[src/hdl/assert_macros.svh]
// ----------------------------------------------------------------------------
// assert_macros.svh
// Concurrent assertion shorthands, clocked on clk_i and disabled in reset.
// ----------------------------------------------------------------------------
`ifndef ASSERT_MACROS_SVH
`define ASSERT_MACROS_SVH

`ifndef ASSERT_OFF

`define ASSERT_PROP(lbl, prop, msg) \
  lbl: assert property (@(posedge clk_i) disable iff (!rst_ni) (prop)) \
    else $error(msg);

`define ASSERT_NEVER(lbl, cond, msg) \
  lbl: assert property (@(posedge clk_i) disable iff (!rst_ni) !(cond)) \
    else $error(msg);

`else

`define ASSERT_PROP(lbl, prop, msg)

`define ASSERT_NEVER(lbl, cond, msg)

`endif

`endif

[src/hdl/tqrr_pkg.sv]
// ----------------------------------------------------------------------------
// tqrr_pkg
// Shared constants, command and result types for the round-robin packet mux.
// ----------------------------------------------------------------------------
`timescale 1ns / 1ps
`default_nettype none

package tqrr_pkg;

  localparam int unsigned QUEUE_DEPTH = 8;
  localparam int unsigned DATA_W      = 32;
  localparam int unsigned CNT_W       = 32;

  localparam int unsigned FILL_W = $clog2(QUEUE_DEPTH + 1);
  localparam int unsigned PTR_W  = (QUEUE_DEPTH > 1) ? $clog2(QUEUE_DEPTH) : 1;

  localparam logic [FILL_W-1:0] FILL_MAX = FILL_W'(QUEUE_DEPTH);
  localparam logic [PTR_W-1:0]  PTR_LAST = PTR_W'(QUEUE_DEPTH - 1);

  // two-entry decoupling queues
  localparam int unsigned SQ_PTR_W = 1;
  localparam int unsigned SQ_CNT_W = 2;
  localparam logic [SQ_CNT_W-1:0] SQ_FULL = 2'd2;

  localparam logic PORT0 = 1'b0;
  localparam logic PORT1 = 1'b1;

  typedef struct packed {
    logic              wr0;
    logic [DATA_W-1:0] data0;
    logic              wr1;
    logic [DATA_W-1:0] data1;
    logic              mv;
    logic              mv_sel;
    logic              mv_byp;
    logic              emit;
    logic              out_byp;
    logic [CNT_W-1:0]  rcv;
    logic [CNT_W-1:0]  drp;
  } cmd_t;

  typedef struct packed {
    logic              out_valid;
    logic [DATA_W-1:0] data;
    logic [CNT_W-1:0]  rcv;
    logic [CNT_W-1:0]  drp;
  } res_t;

  function automatic logic [PTR_W-1:0] ptr_inc(input logic [PTR_W-1:0] p);
    return (p == PTR_LAST) ? '0 : p + 1'b1;
  endfunction

  function automatic logic [CNT_W-1:0] sat_add(input logic [CNT_W-1:0] c,
                                               input logic [1:0]       inc);
    logic [CNT_W:0] s;
    s = {1'b0, c} + {{(CNT_W - 1){1'b0}}, inc};
    return s[CNT_W] ? '1 : s[CNT_W-1:0];
  endfunction

endpackage

`default_nettype wire

[src/hdl/tqrr_front.sv]
// ----------------------------------------------------------------------------
// tqrr_front
// Tracks queue fill levels, round-robin pointer and counters; turns each item
// into a command for the data path.
// ----------------------------------------------------------------------------
`timescale 1ns / 1ps
`default_nettype none
`include "assert_macros.svh"

module tqrr_front import tqrr_pkg::*; (
  input  wire logic              clk_i,
  input  wire logic              rst_ni,
  input  wire logic              push_i,
  output logic                   full_o,
  input  wire logic              in0_valid_i,
  input  wire logic [DATA_W-1:0] in0_data_i,
  input  wire logic              in1_valid_i,
  input  wire logic [DATA_W-1:0] in1_data_i,
  input  wire logic              tick_i,
  output logic                   cmd_valid_o,
  output cmd_t                   cmd_o,
  input  wire logic              cmd_ready_i
);

  logic [FILL_W-1:0] fill0_q, fill0_d, fill1_q, fill1_d, fillo_q, fillo_d;
  logic              last_q, last_d;
  logic [CNT_W-1:0]  rcv_q, rcv_d, drp_q, drp_d;

  logic              acc;
  logic              wr0, wr1, drop0, drop1;
  logic [FILL_W-1:0] f0b, f1b, fob;
  logic              e0, e1, pick0, pick1, mv, sel, emit;

  assign acc         = push_i && cmd_ready_i;
  assign full_o      = !cmd_ready_i;
  assign cmd_valid_o = push_i;

  always_comb begin
    wr0   = in0_valid_i && (fill0_q != FILL_MAX);
    wr1   = in1_valid_i && (fill1_q != FILL_MAX);
    drop0 = in0_valid_i && !wr0;
    drop1 = in1_valid_i && !wr1;
    f0b   = fill0_q + FILL_W'(wr0);
    f1b   = fill1_q + FILL_W'(wr1);
    e0    = (f0b == '0);
    e1    = (f1b == '0);
    pick0 = !e0 && (e1 || (last_q == PORT1));
    pick1 = !e1 && !pick0;
    mv    = tick_i && (fillo_q != FILL_MAX) && (pick0 || pick1);
    sel   = pick0 ? PORT0 : PORT1;
    fob   = fillo_q + FILL_W'(mv);
    emit  = tick_i && (fob != '0);

    fill0_d = f0b - FILL_W'(mv && (sel == PORT0));
    fill1_d = f1b - FILL_W'(mv && (sel == PORT1));
    fillo_d = fob - FILL_W'(emit);
    last_d  = mv ? sel : last_q;
    rcv_d   = sat_add(rcv_q, {1'b0, in0_valid_i} + {1'b0, in1_valid_i});
    drp_d   = sat_add(drp_q, {1'b0, drop0} + {1'b0, drop1});

    cmd_o.wr0     = wr0;
    cmd_o.data0   = in0_data_i;
    cmd_o.wr1     = wr1;
    cmd_o.data1   = in1_data_i;
    cmd_o.mv      = mv;
    cmd_o.mv_sel  = sel;
    cmd_o.mv_byp  = mv && ((sel == PORT0) ? (fill0_q == '0) : (fill1_q == '0));
    cmd_o.emit    = emit;
    cmd_o.out_byp = (fillo_q == '0);
    cmd_o.rcv     = rcv_d;
    cmd_o.drp     = drp_d;
  end

  always_ff @(posedge clk_i or negedge rst_ni) begin
    if (!rst_ni) begin
      fill0_q <= '0;
      fill1_q <= '0;
      fillo_q <= '0;
      last_q  <= PORT0;
      rcv_q   <= '0;
      drp_q   <= '0;
    end else if (acc) begin
      fill0_q <= fill0_d;
      fill1_q <= fill1_d;
      fillo_q <= fillo_d;
      last_q  <= last_d;
      rcv_q   <= rcv_d;
      drp_q   <= drp_d;
    end
  end

  `ASSERT_PROP(a_fill_bound, (fill0_q <= FILL_MAX) && (fill1_q <= FILL_MAX) && (fillo_q <= FILL_MAX), "queue fill above depth")
  `ASSERT_PROP(a_out_byp_needs_move, (acc && cmd_o.emit && cmd_o.out_byp) |-> cmd_o.mv, "emit from empty output queue without move")
  `ASSERT_PROP(a_drop_le_rcv, drp_q <= rcv_q, "dropped count above received count")
  `ASSERT_PROP(a_last_holds_idle, !acc |=> $stable(last_q), "round-robin pointer moved without an item")

endmodule

`default_nettype wire

[src/hdl/tqrr_cmd_queue.sv]
// ----------------------------------------------------------------------------
// tqrr_cmd_queue
// Two-entry command queue decoupling the front from the data path.
// ----------------------------------------------------------------------------
`timescale 1ns / 1ps
`default_nettype none

module tqrr_cmd_queue import tqrr_pkg::*; (
  input  wire logic clk_i,
  input  wire logic rst_ni,
  input  wire logic wr_valid_i,
  input  wire cmd_t wr_data_i,
  output logic      wr_ready_o,
  output logic      rd_valid_o,
  output cmd_t      rd_data_o,
  input  wire logic rd_ready_i
);

  cmd_t                mem_q [2];
  logic [SQ_PTR_W-1:0] wptr_q, rptr_q;
  logic [SQ_CNT_W-1:0] cnt_q, cnt_d;
  logic                wr, rd;

  assign wr_ready_o = (cnt_q != SQ_FULL);
  assign rd_valid_o = (cnt_q != '0);
  assign rd_data_o  = mem_q[rptr_q];
  assign wr         = wr_valid_i && wr_ready_o;
  assign rd         = rd_valid_o && rd_ready_i;
  assign cnt_d      = cnt_q + SQ_CNT_W'(wr) - SQ_CNT_W'(rd);

  always_ff @(posedge clk_i or negedge rst_ni) begin
    if (!rst_ni) begin
      wptr_q <= '0;
      rptr_q <= '0;
      cnt_q  <= '0;
    end else begin
      if (wr) begin
        wptr_q <= wptr_q + 1'b1;
      end
      if (rd) begin
        rptr_q <= rptr_q + 1'b1;
      end
      cnt_q <= cnt_d;
    end
  end

  always_ff @(posedge clk_i) begin
    if (wr) begin
      mem_q[wptr_q] <= wr_data_i;
    end
  end

endmodule

`default_nettype wire

[src/hdl/tqrr_back.sv]
// ----------------------------------------------------------------------------
// tqrr_back
// Packet data path: two input queues, the output queue and a two-entry
// result queue toward the consumer.
// ----------------------------------------------------------------------------
`timescale 1ns / 1ps
`default_nettype none
`include "assert_macros.svh"

module tqrr_back import tqrr_pkg::*; (
  input  wire logic              clk_i,
  input  wire logic              rst_ni,
  input  wire logic              cmd_valid_i,
  input  wire cmd_t              cmd_i,
  output logic                   cmd_ready_o,
  output logic                   empty_o,
  input  wire logic              pop_i,
  output logic                   out_valid_o,
  output logic [DATA_W-1:0]      out_data_o,
  output logic [CNT_W-1:0]       received_total_o,
  output logic [CNT_W-1:0]       dropped_total_o
);

  logic [DATA_W-1:0] q0_mem [QUEUE_DEPTH];
  logic [DATA_W-1:0] q1_mem [QUEUE_DEPTH];
  logic [DATA_W-1:0] qo_mem [QUEUE_DEPTH];
  logic [PTR_W-1:0]  head0_q, tail0_q, head1_q, tail1_q, heado_q, tailo_q;

  res_t                res_mem_q [2];
  logic [SQ_PTR_W-1:0] res_wptr_q, res_rptr_q;
  logic [SQ_CNT_W-1:0] res_cnt_q;

  logic              exec, res_rd;
  logic              w0, w1, r0, r1, ow, orr;
  logic [DATA_W-1:0] mv_data, emit_data;
  res_t              res_in, res_out;

  assign cmd_ready_o = (res_cnt_q != SQ_FULL);
  assign exec        = cmd_valid_i && cmd_ready_o;
  assign empty_o     = (res_cnt_q == '0);
  assign res_rd      = pop_i && !empty_o;

  always_comb begin
    w0  = exec && cmd_i.wr0 &&
          !(cmd_i.mv && cmd_i.mv_byp && (cmd_i.mv_sel == PORT0));
    w1  = exec && cmd_i.wr1 &&
          !(cmd_i.mv && cmd_i.mv_byp && (cmd_i.mv_sel == PORT1));
    r0  = exec && cmd_i.mv && !cmd_i.mv_byp && (cmd_i.mv_sel == PORT0);
    r1  = exec && cmd_i.mv && !cmd_i.mv_byp && (cmd_i.mv_sel == PORT1);
    ow  = exec && cmd_i.mv && !(cmd_i.emit && cmd_i.out_byp);
    orr = exec && cmd_i.emit && !cmd_i.out_byp;

    if (cmd_i.mv_byp) begin
      mv_data = (cmd_i.mv_sel == PORT0) ? cmd_i.data0 : cmd_i.data1;
    end else begin
      mv_data = (cmd_i.mv_sel == PORT0) ? q0_mem[head0_q] : q1_mem[head1_q];
    end
    emit_data = cmd_i.out_byp ? mv_data : qo_mem[heado_q];

    res_in.out_valid = cmd_i.emit;
    res_in.data      = cmd_i.emit ? emit_data : '0;
    res_in.rcv       = cmd_i.rcv;
    res_in.drp       = cmd_i.drp;
  end

  always_ff @(posedge clk_i or negedge rst_ni) begin
    if (!rst_ni) begin
      head0_q    <= '0;
      tail0_q    <= '0;
      head1_q    <= '0;
      tail1_q    <= '0;
      heado_q    <= '0;
      tailo_q    <= '0;
      res_wptr_q <= '0;
      res_rptr_q <= '0;
      res_cnt_q  <= '0;
    end else begin
      if (w0) begin
        tail0_q <= ptr_inc(tail0_q);
      end
      if (r0) begin
        head0_q <= ptr_inc(head0_q);
      end
      if (w1) begin
        tail1_q <= ptr_inc(tail1_q);
      end
      if (r1) begin
        head1_q <= ptr_inc(head1_q);
      end
      if (ow) begin
        tailo_q <= ptr_inc(tailo_q);
      end
      if (orr) begin
        heado_q <= ptr_inc(heado_q);
      end
      if (exec) begin
        res_wptr_q <= res_wptr_q + 1'b1;
      end
      if (res_rd) begin
        res_rptr_q <= res_rptr_q + 1'b1;
      end
      res_cnt_q <= res_cnt_q + SQ_CNT_W'(exec) - SQ_CNT_W'(res_rd);
    end
  end

  always_ff @(posedge clk_i) begin
    if (w0) begin
      q0_mem[tail0_q] <= cmd_i.data0;
    end
    if (w1) begin
      q1_mem[tail1_q] <= cmd_i.data1;
    end
    if (ow) begin
      qo_mem[tailo_q] <= mv_data;
    end
    if (exec) begin
      res_mem_q[res_wptr_q] <= res_in;
    end
  end

  assign res_out          = res_mem_q[res_rptr_q];
  assign out_valid_o      = res_out.out_valid;
  assign out_data_o       = res_out.data;
  assign received_total_o = res_out.rcv;
  assign dropped_total_o  = res_out.drp;

  `ASSERT_PROP(a_res_cnt_bound, res_cnt_q <= SQ_FULL, "result queue count above depth")
  `ASSERT_PROP(a_idle_data_zero, (!empty_o && !out_valid_o) |-> (out_data_o == '0), "idle result carries data")
  `ASSERT_PROP(a_ptr_bound, (head0_q <= PTR_LAST) && (head1_q <= PTR_LAST) && (heado_q <= PTR_LAST), "queue pointer out of range")
  `ASSERT_NEVER(a_no_exec_when_full, (res_cnt_q == SQ_FULL) && exec, "command executed into full result queue")

endmodule

`default_nettype wire

[src/hdl/two_queue_round_robin_packet_mux.sv]
// ----------------------------------------------------------------------------
// two_queue_round_robin_packet_mux
// Two-port packet mux: per-port input queues, two-way round-robin into one
// output queue, saturating received and dropped counters.
// ----------------------------------------------------------------------------
// Usage:
//   Input channel: drive in0/in1 valid and data plus tick, raise push; the
//   item is taken at a clock edge with push high and full low. Each item is
//   one step: store arriving packets (drop and count when a port queue is
//   full); on tick, move at most one packet by round robin, emit at most one.
//   Result channel: while empty is low the oldest result is on the out_*,
//   received_total and dropped_total ports; pop high takes it. Exactly one
//   result leaves per item, out_valid low when no packet was emitted.
//   Items are registered in the command queue, results in the result queue.
//   Throughput: one item per cycle while full is low; every step is settled
//   in the front in the cycle it is taken, and the data path executes one
//   command a cycle unless the result queue is full. A stalled consumer fills
//   both two-entry queues, result first, and full rises; nothing is lost.
//   Reset: all queues empty, round robin points at port 0, counters zero.
// ----------------------------------------------------------------------------
`timescale 1ns / 1ps
`default_nettype none

module two_queue_round_robin_packet_mux import tqrr_pkg::*; (
  input  wire logic              clk_i,
  input  wire logic              rst_ni,
  input  wire logic              push,
  output logic                   full,
  input  wire logic              in0_valid_i,
  input  wire logic [DATA_W-1:0] in0_data_i,
  input  wire logic              in1_valid_i,
  input  wire logic [DATA_W-1:0] in1_data_i,
  input  wire logic              tick_i,
  output logic                   empty,
  input  wire logic              pop,
  output logic                   out_valid_o,
  output logic [DATA_W-1:0]      out_data_o,
  output logic [CNT_W-1:0]       received_total_o,
  output logic [CNT_W-1:0]       dropped_total_o
);

  cmd_t front_cmd, back_cmd;
  logic front_valid, front_ready;
  logic back_valid, back_ready;

  tqrr_front u_front (
    .clk_i       (clk_i),
    .rst_ni      (rst_ni),
    .push_i      (push),
    .full_o      (full),
    .in0_valid_i (in0_valid_i),
    .in0_data_i  (in0_data_i),
    .in1_valid_i (in1_valid_i),
    .in1_data_i  (in1_data_i),
    .tick_i      (tick_i),
    .cmd_valid_o (front_valid),
    .cmd_o       (front_cmd),
    .cmd_ready_i (front_ready)
  );

  tqrr_cmd_queue u_cmd_queue (
    .clk_i      (clk_i),
    .rst_ni     (rst_ni),
    .wr_valid_i (front_valid),
    .wr_data_i  (front_cmd),
    .wr_ready_o (front_ready),
    .rd_valid_o (back_valid),
    .rd_data_o  (back_cmd),
    .rd_ready_i (back_ready)
  );

  tqrr_back u_back (
    .clk_i            (clk_i),
    .rst_ni           (rst_ni),
    .cmd_valid_i      (back_valid),
    .cmd_i            (back_cmd),
    .cmd_ready_o      (back_ready),
    .empty_o          (empty),
    .pop_i            (pop),
    .out_valid_o      (out_valid_o),
    .out_data_o       (out_data_o),
    .received_total_o (received_total_o),
    .dropped_total_o  (dropped_total_o)
  );

endmodule

`default_nettype wire
[config.mk]
export PLATFORM = sky130hd
export DESIGN_NAME = two_queue_round_robin_packet_mux
export DESIGN_NICKNAME = d
export VERILOG_FILES = /design/src/hdl/tqrr_pkg.sv /design/src/hdl/tqrr_front.sv /design/src/hdl/tqrr_cmd_queue.sv /design/src/hdl/tqrr_back.sv /design/src/hdl/two_queue_round_robin_packet_mux.sv
export VERILOG_INCLUDE_DIRS = /design/src /design/src/hdl
export SDC_FILE = /design/constraint.sdc
export NUM_CORES = 2
export LEC_CHECK = 0
export BUFFER_PORTS_ARGS = -buffer_cell sky130_fd_sc_hd__buf_2
export CORE_MARGIN = 2
export CORE_UTILIZATION = 55
export CTS_BUF_LIST = sky130_fd_sc_hd__clkbuf_16
export DETAILED_ROUTE_END_ITERATION = 6
export GPL_TIMING_DRIVEN = 0
export PLACE_DENSITY = 0.7
export SYNTH_ARGS = -nofsm -noshare
export SYNTH_HDL_FRONTEND = slang
export SYNTH_SLANG_ARGS = --single-unit
export TNS_END_PERCENT = 1
[constraint.sdc]
create_clock -name clk_i -period 9.1 [get_ports clk_i]
set_input_delay 1.365 -clock clk_i [delete_from_list [all_inputs] [get_ports clk_i]]
set_output_delay 1.365 -clock clk_i [all_outputs]
set_load 0.05 [all_outputs]
# Word level (Yosys, flattened, before mapping)
# Memories as Yosys holds them, arrays and structs flattened.
# Cells that the tools add are included.
# totals
output_inout_bits,99
n_memories,5
ff_bits,103
wordCells,137
input_bits,71
ram_bits,1232
# mem_list
memory,depth,word_bits,rd,rd_ports_with_merged_regs,wr,line,rtl
u_cmd_queue.mem_q,2,135,1,0,1,tqrr_cmd_queue.sv:19,cmd_t mem_q [2];
u_back.q0_mem,8,32,1,0,1,tqrr_back.sv:24,logic [DATA_W-1:0] q0_mem [QUEUE_DEPTH];
u_back.q1_mem,8,32,1,0,1,tqrr_back.sv:25,logic [DATA_W-1:0] q1_mem [QUEUE_DEPTH];
u_back.qo_mem,8,32,1,0,1,tqrr_back.sv:26,logic [DATA_W-1:0] qo_mem [QUEUE_DEPTH];
u_back.res_mem_q,2,97,1,0,1,tqrr_back.sv:29,res_t res_mem_q [2];
# classes
eq_ne,11
n_reduce_logical,53
n_addsub,24
n_mux,25
n_bitwise,1
# op_table
cell,count
$mux W32,7
$add A32 B2 Y33,2
$logic_and A1 B1 Y1,30
$logic_not A4 Y1,5
$add A3 B1 Y3 const B,6
$eq A3 B3 Y1 const B,6
$mux W3,6
$add A4 B1 Y4,3
$logic_not A1 Y1,12
$mux W1,12
$ne A4 B4 Y1 const B,3
$sub A4 B1 Y4,3
$add A1 B1 Y1 const B,4
$add A1 B1 Y2,2
$add A2 B1 Y2,2
$ne A2 B2 Y1 const B,2
$reduce_bool A4 Y1,1
$sub A2 B1 Y2,2
$logic_not A2 Y1,1
$logic_or A1 B1 Y1,2
$reduce_and A2 Y1,1
$reduce_bool A2 Y1,1
$not A1 Y1,1

# Depth between registers and ports, before layout
# depth
ltp_word,14
ltp_mapped,19
depth_no_buf,18

# Hierarchy
# Synthesis repeated with hierarchy kept, for this count alone.
# unflattened
cells_unflattened,3031
area_unflattened_um2,54743.8
# by_module_without_submodules
module,seq_area_each_um2,instances,cells_per_inst,area_per_inst_um2
tqrr_back,29438.2,1,1866,38633.3
tqrr_cmd_queue,8207.9,1,442,10109.7
tqrr_front,1926.8,1,723,6000.8

# Worst setup path before layout
# No wires, ideal clock.
# synth_timing
kind,input -> register
from,in push
to,mem u_cmd_queue.mem_q[0][0] in the netlist's numbering (enable)
arrival_ps,7552
setup_time_ps,631
t_required_ps,8469
cell_stages,4
slack_ps,916
n_path_buf,2
path_cell_list,nand2_1 > clkbuf_1 > clkbuf_1 > nor2_1
# synth_via
elab_chain_cells,3
# synth_lines
element,line,rtl
from (decl),two_queue_round_robin_packet_mux.sv:27,"input wire logic push,"
$logic_and A1 B1 Y1,tqrr_cmd_queue.sv:27,assign wr = wr_valid_i && wr_ready_o;
$mux W1,tqrr_cmd_queue.sv:48,if (wr) begin
$mux W1 (implied by the code),tqrr_cmd_queue.sv:49,mem_q[wptr_q] <= wr_data_i;
to (decl),tqrr_cmd_queue.sv:19,
# No other way between the ends.

# Worst setup path after layout
# layout_timing
from,reg u_back.res_rptr_q
to,out out_data_o[12]
# layout_via
elab_chain_cells,1
# layout_lines
element,line,rtl
from (decl),tqrr_back.sv:30,"logic [SQ_PTR_W-1:0] res_wptr_q, res_rptr_q;"
from (signal assigned),tqrr_back.sv:100,res_rptr_q <= res_rptr_q + 1'b1;
$mem_v2 Z2 W97,n/a,
to (decl),two_queue_round_robin_packet_mux.sv:37,"output logic [DATA_W-1:0] out_data_o,"
# No other way between the ends.

==> flow_summary.toml <==
[outcome]
status = "finished, violations left"
violations = "max-capacitance violations"

[die]
io_pins = 170
die_x_um = 316
std_cell_rows = 114
core_sq_um = 96700
dieArea_sq_um = 100000
die_h_um = 316
start_util = 0.555

[routing]
first_iter_violations = 3340
viasPerCell = 6.14
first_pass_iters = 6
finalWirelength_um = 127000
wl_per_cell_um = 26.7
drc_errors = 0
postRouteAntennaNets = 0
vias = 29276

[finish]
areaGrowthSynthToFinish_pct = 14.5
drive_above_1_share = 0.267
final_common_cell = "edfxtp_1"
instances_no_fill = 4768
multi_input_area_sq_um = 13500
final_cell_mix = "edfxtp_1 (1232), mux2_2 (268), buf_2 (201)"
nets = 3482
seqCellArea_sq_um = 39600
fill_cells = 6648

[clock_tree]
postCtsSetupRepairBufs = 0
root_buffer = "clkbuf_16"
ctsHoldBuffers = 0
cts.sinks = 1335
worstSkewPairLatency_ns = 0.75
cts_tree = "yes"
cts.path.max_buffers = 3
cts_resized = 0
path_clk_slew_ns = 0.06
htreeDepth = 4
cts-buffers-inserted = 134

[power]
ir_drop_uv = 406
power_density_nw_per_um2 = 378
p_leak_nw = 21.1

[timing]
max_freq_mhz = 194
hold_violations = 0
slew-limit-headroom = 0.0137
report.final.slew_viol_count = 0
period_needed_ns = 5.15
finalSetupViolCount = 0
fin_crit_sh = 0.566
rsz0062_at_grt = "false"
whs_ns = 0.479
clock-skew-final_ns = 0.0372
worst_pin_slew_ns = 1.47

[setup_path]
cp-end-kind = "output port"
worstReg2RegStart = "u_cmd_queue.rptr_q"
reg2reg_depth = 10
required_ns = 7.74
path_class = "reg -> out"
r2r-end = "u_back.qo_mem[0][14]"
cp-start-kind = "flip-flop"
worst_ep_arrival_time_ns = 3.79
reg2reg_slack_ns = 4.58
cp_max_fo = 10
startpoint = "u_back.res_rptr_q"

[grt]
grt-ovfl-total = 0
antenna_found_initial = 9
grt_pass1_wl_um = 188000
grt_max_degree = 87
grt_use_total = 0.257
grt_pass1_vias = 29580

[place]
gp_congestion = 0.902
place_hpwl_um = 89100
dp.cells = 4520
port_buffers = 169

[logic_synthesis]
syn_area_per_cell_sq_um = 17.8
synth_edf_count = 1232
syn_nets = 3119
yosys_register_bits = 1335
synth_top_cell_by_area = "edfxtp_1"
synth_area_leaders = "edfxtp_1 (69%), mux4_2 (7.2%), mux2_2 (5.6%)"
synthesis.area_sq_um = 53700
ys_types = 63
syn_inst = 3017
yosysTopAreaCellShare = 0.689
synth_flop_cell = "edfxtp_1"
yosysSeqAreaShare = 0.737
ys_async_sr_fraction = 0.0772
ys_warn_count = 0

[flow_run]
cap_violations = 1

[min_path]
min_path_type = "in -> async"
how the worst max path moves through the flow:
stage / slack [ns] / cells after the start / endpoint
2_1_floorplan: 0.92 / 4 / u_cmd_queue.mem_q[0][0]
4_1_cts: 3.72 / 5 / out_data_o[12]
5_1_grt: 3.66 / 5 / out_data_o[10]
6_report: 3.95 / 5 / out_data_o[12]
3_5_place_dp: 4.09 / 19 / u_front.fillo_q[2]
3_3_place_gp: -3.36 / 5 / u_cmd_queue.mem_q[0][74]
power breakdown:
part	switching [mW]	leakage, nW	total, mW	internal, mW
clock	2.24	2.18	5.20	2.96
sequential	0.393	12.7	9.55	9.15
combinational	5.89	6.22	8.53	2.63
total	8.52	21.1	23.3	14.7
kinds of logic after synthesis:
kind of cell | synth area share
fa+ha+maj | 0.00750
xor+xnor | 0.0104
flops | 0.737
buf+inv | 0.0151
compound gates | 0.0381
mux | 0.141
simple gates | 0.0509
metal layers:
| metal | track usage | up-vias | share of wire |
|---|---|---|---|
| li1 | - | 12695 | - |
| met1 | 0.344 | 14971 | 0.39 |
| met2 | 0.417 | 1358 | 0.49 |
| met3 | 0.0535 | 242 | 0.080 |
| met4 | 0.106 | 10 | 0.041 |
| met5 | 0 | - | 0.00052 |
registers in the layout (all words and copies together) (netlist names), 4 cells and up:
name	flops
u_front.rcv_q	32
u_front.fill0_q	4
u_front.fill1_q	4
u_cmd_queue.mem_q	270
u_front.fillo_q	4
u_front.drp_q	32
u_back.res_mem_q	194
u_back.qo_mem	256
u_back.q1_mem	256
u_back.q0_mem	256
Yosys cell counts (29+ instances only):
library cell,count
edfxtp_1,1232
mux2_2,268
nor2_1,186
mux4_2,172
nand2_1,166
dfrtp_1,103
clkbuf_1,86
mux2i_1,68
a21oi_1,67
o21ai_0,67
nand3_1,51
a31oi_1,50
xnor2_1,43
nor3_1,34
buf_2,33
a22oi_1,32
o211ai_1,32
buf_1,31
ha_1,29
per-stage QoR:
stage / total power [mW] / instance area [sq um] / utilization / setup slack [ns] / setup TNS (ns)
5_1_grt: 24.2 / 61500 / 0.636 / 3.66 / 0
3_3_place_gp: 17.7 / 56100 / 0.580 / -3.36 / -449.28
6_report: 23.3 / 61500 / 0.636 / 3.95 / 0
2_1_floorplan: 15.1 / 53700 / - / 0.916 / 0
4_1_cts: 23.4 / 61500 / 0.636 / 3.72 / 0
3_5_place_dp: 18.2 / 57300 / 0.593 / 4.09 / 0
critical path: stages (launching register included):
cell	delay (ns)
dfrtp_1	0.32
clkbuf_1	0.59
clkbuf_1	0.95
buf_1	0.55
mux2_2	0.41
buf_2	0.21
final cells by class:
class | count | area share
Sequential cell | 1335 | 0.643
Multi-Input combinational cell | 1496 | 0.219
Clock buffer | 139 | 0.0566
Timing Repair Buffer | 227 | 0.0300
Tap cell | 1276 | 0.0260
Buffer | 163 | 0.0118
Clock inverter | 105 | 0.0112
Inverter | 23 | 0.00140
Antenna cell | 4 | 0.000163
Note: power is estimated with default switching activity, not from simulation.
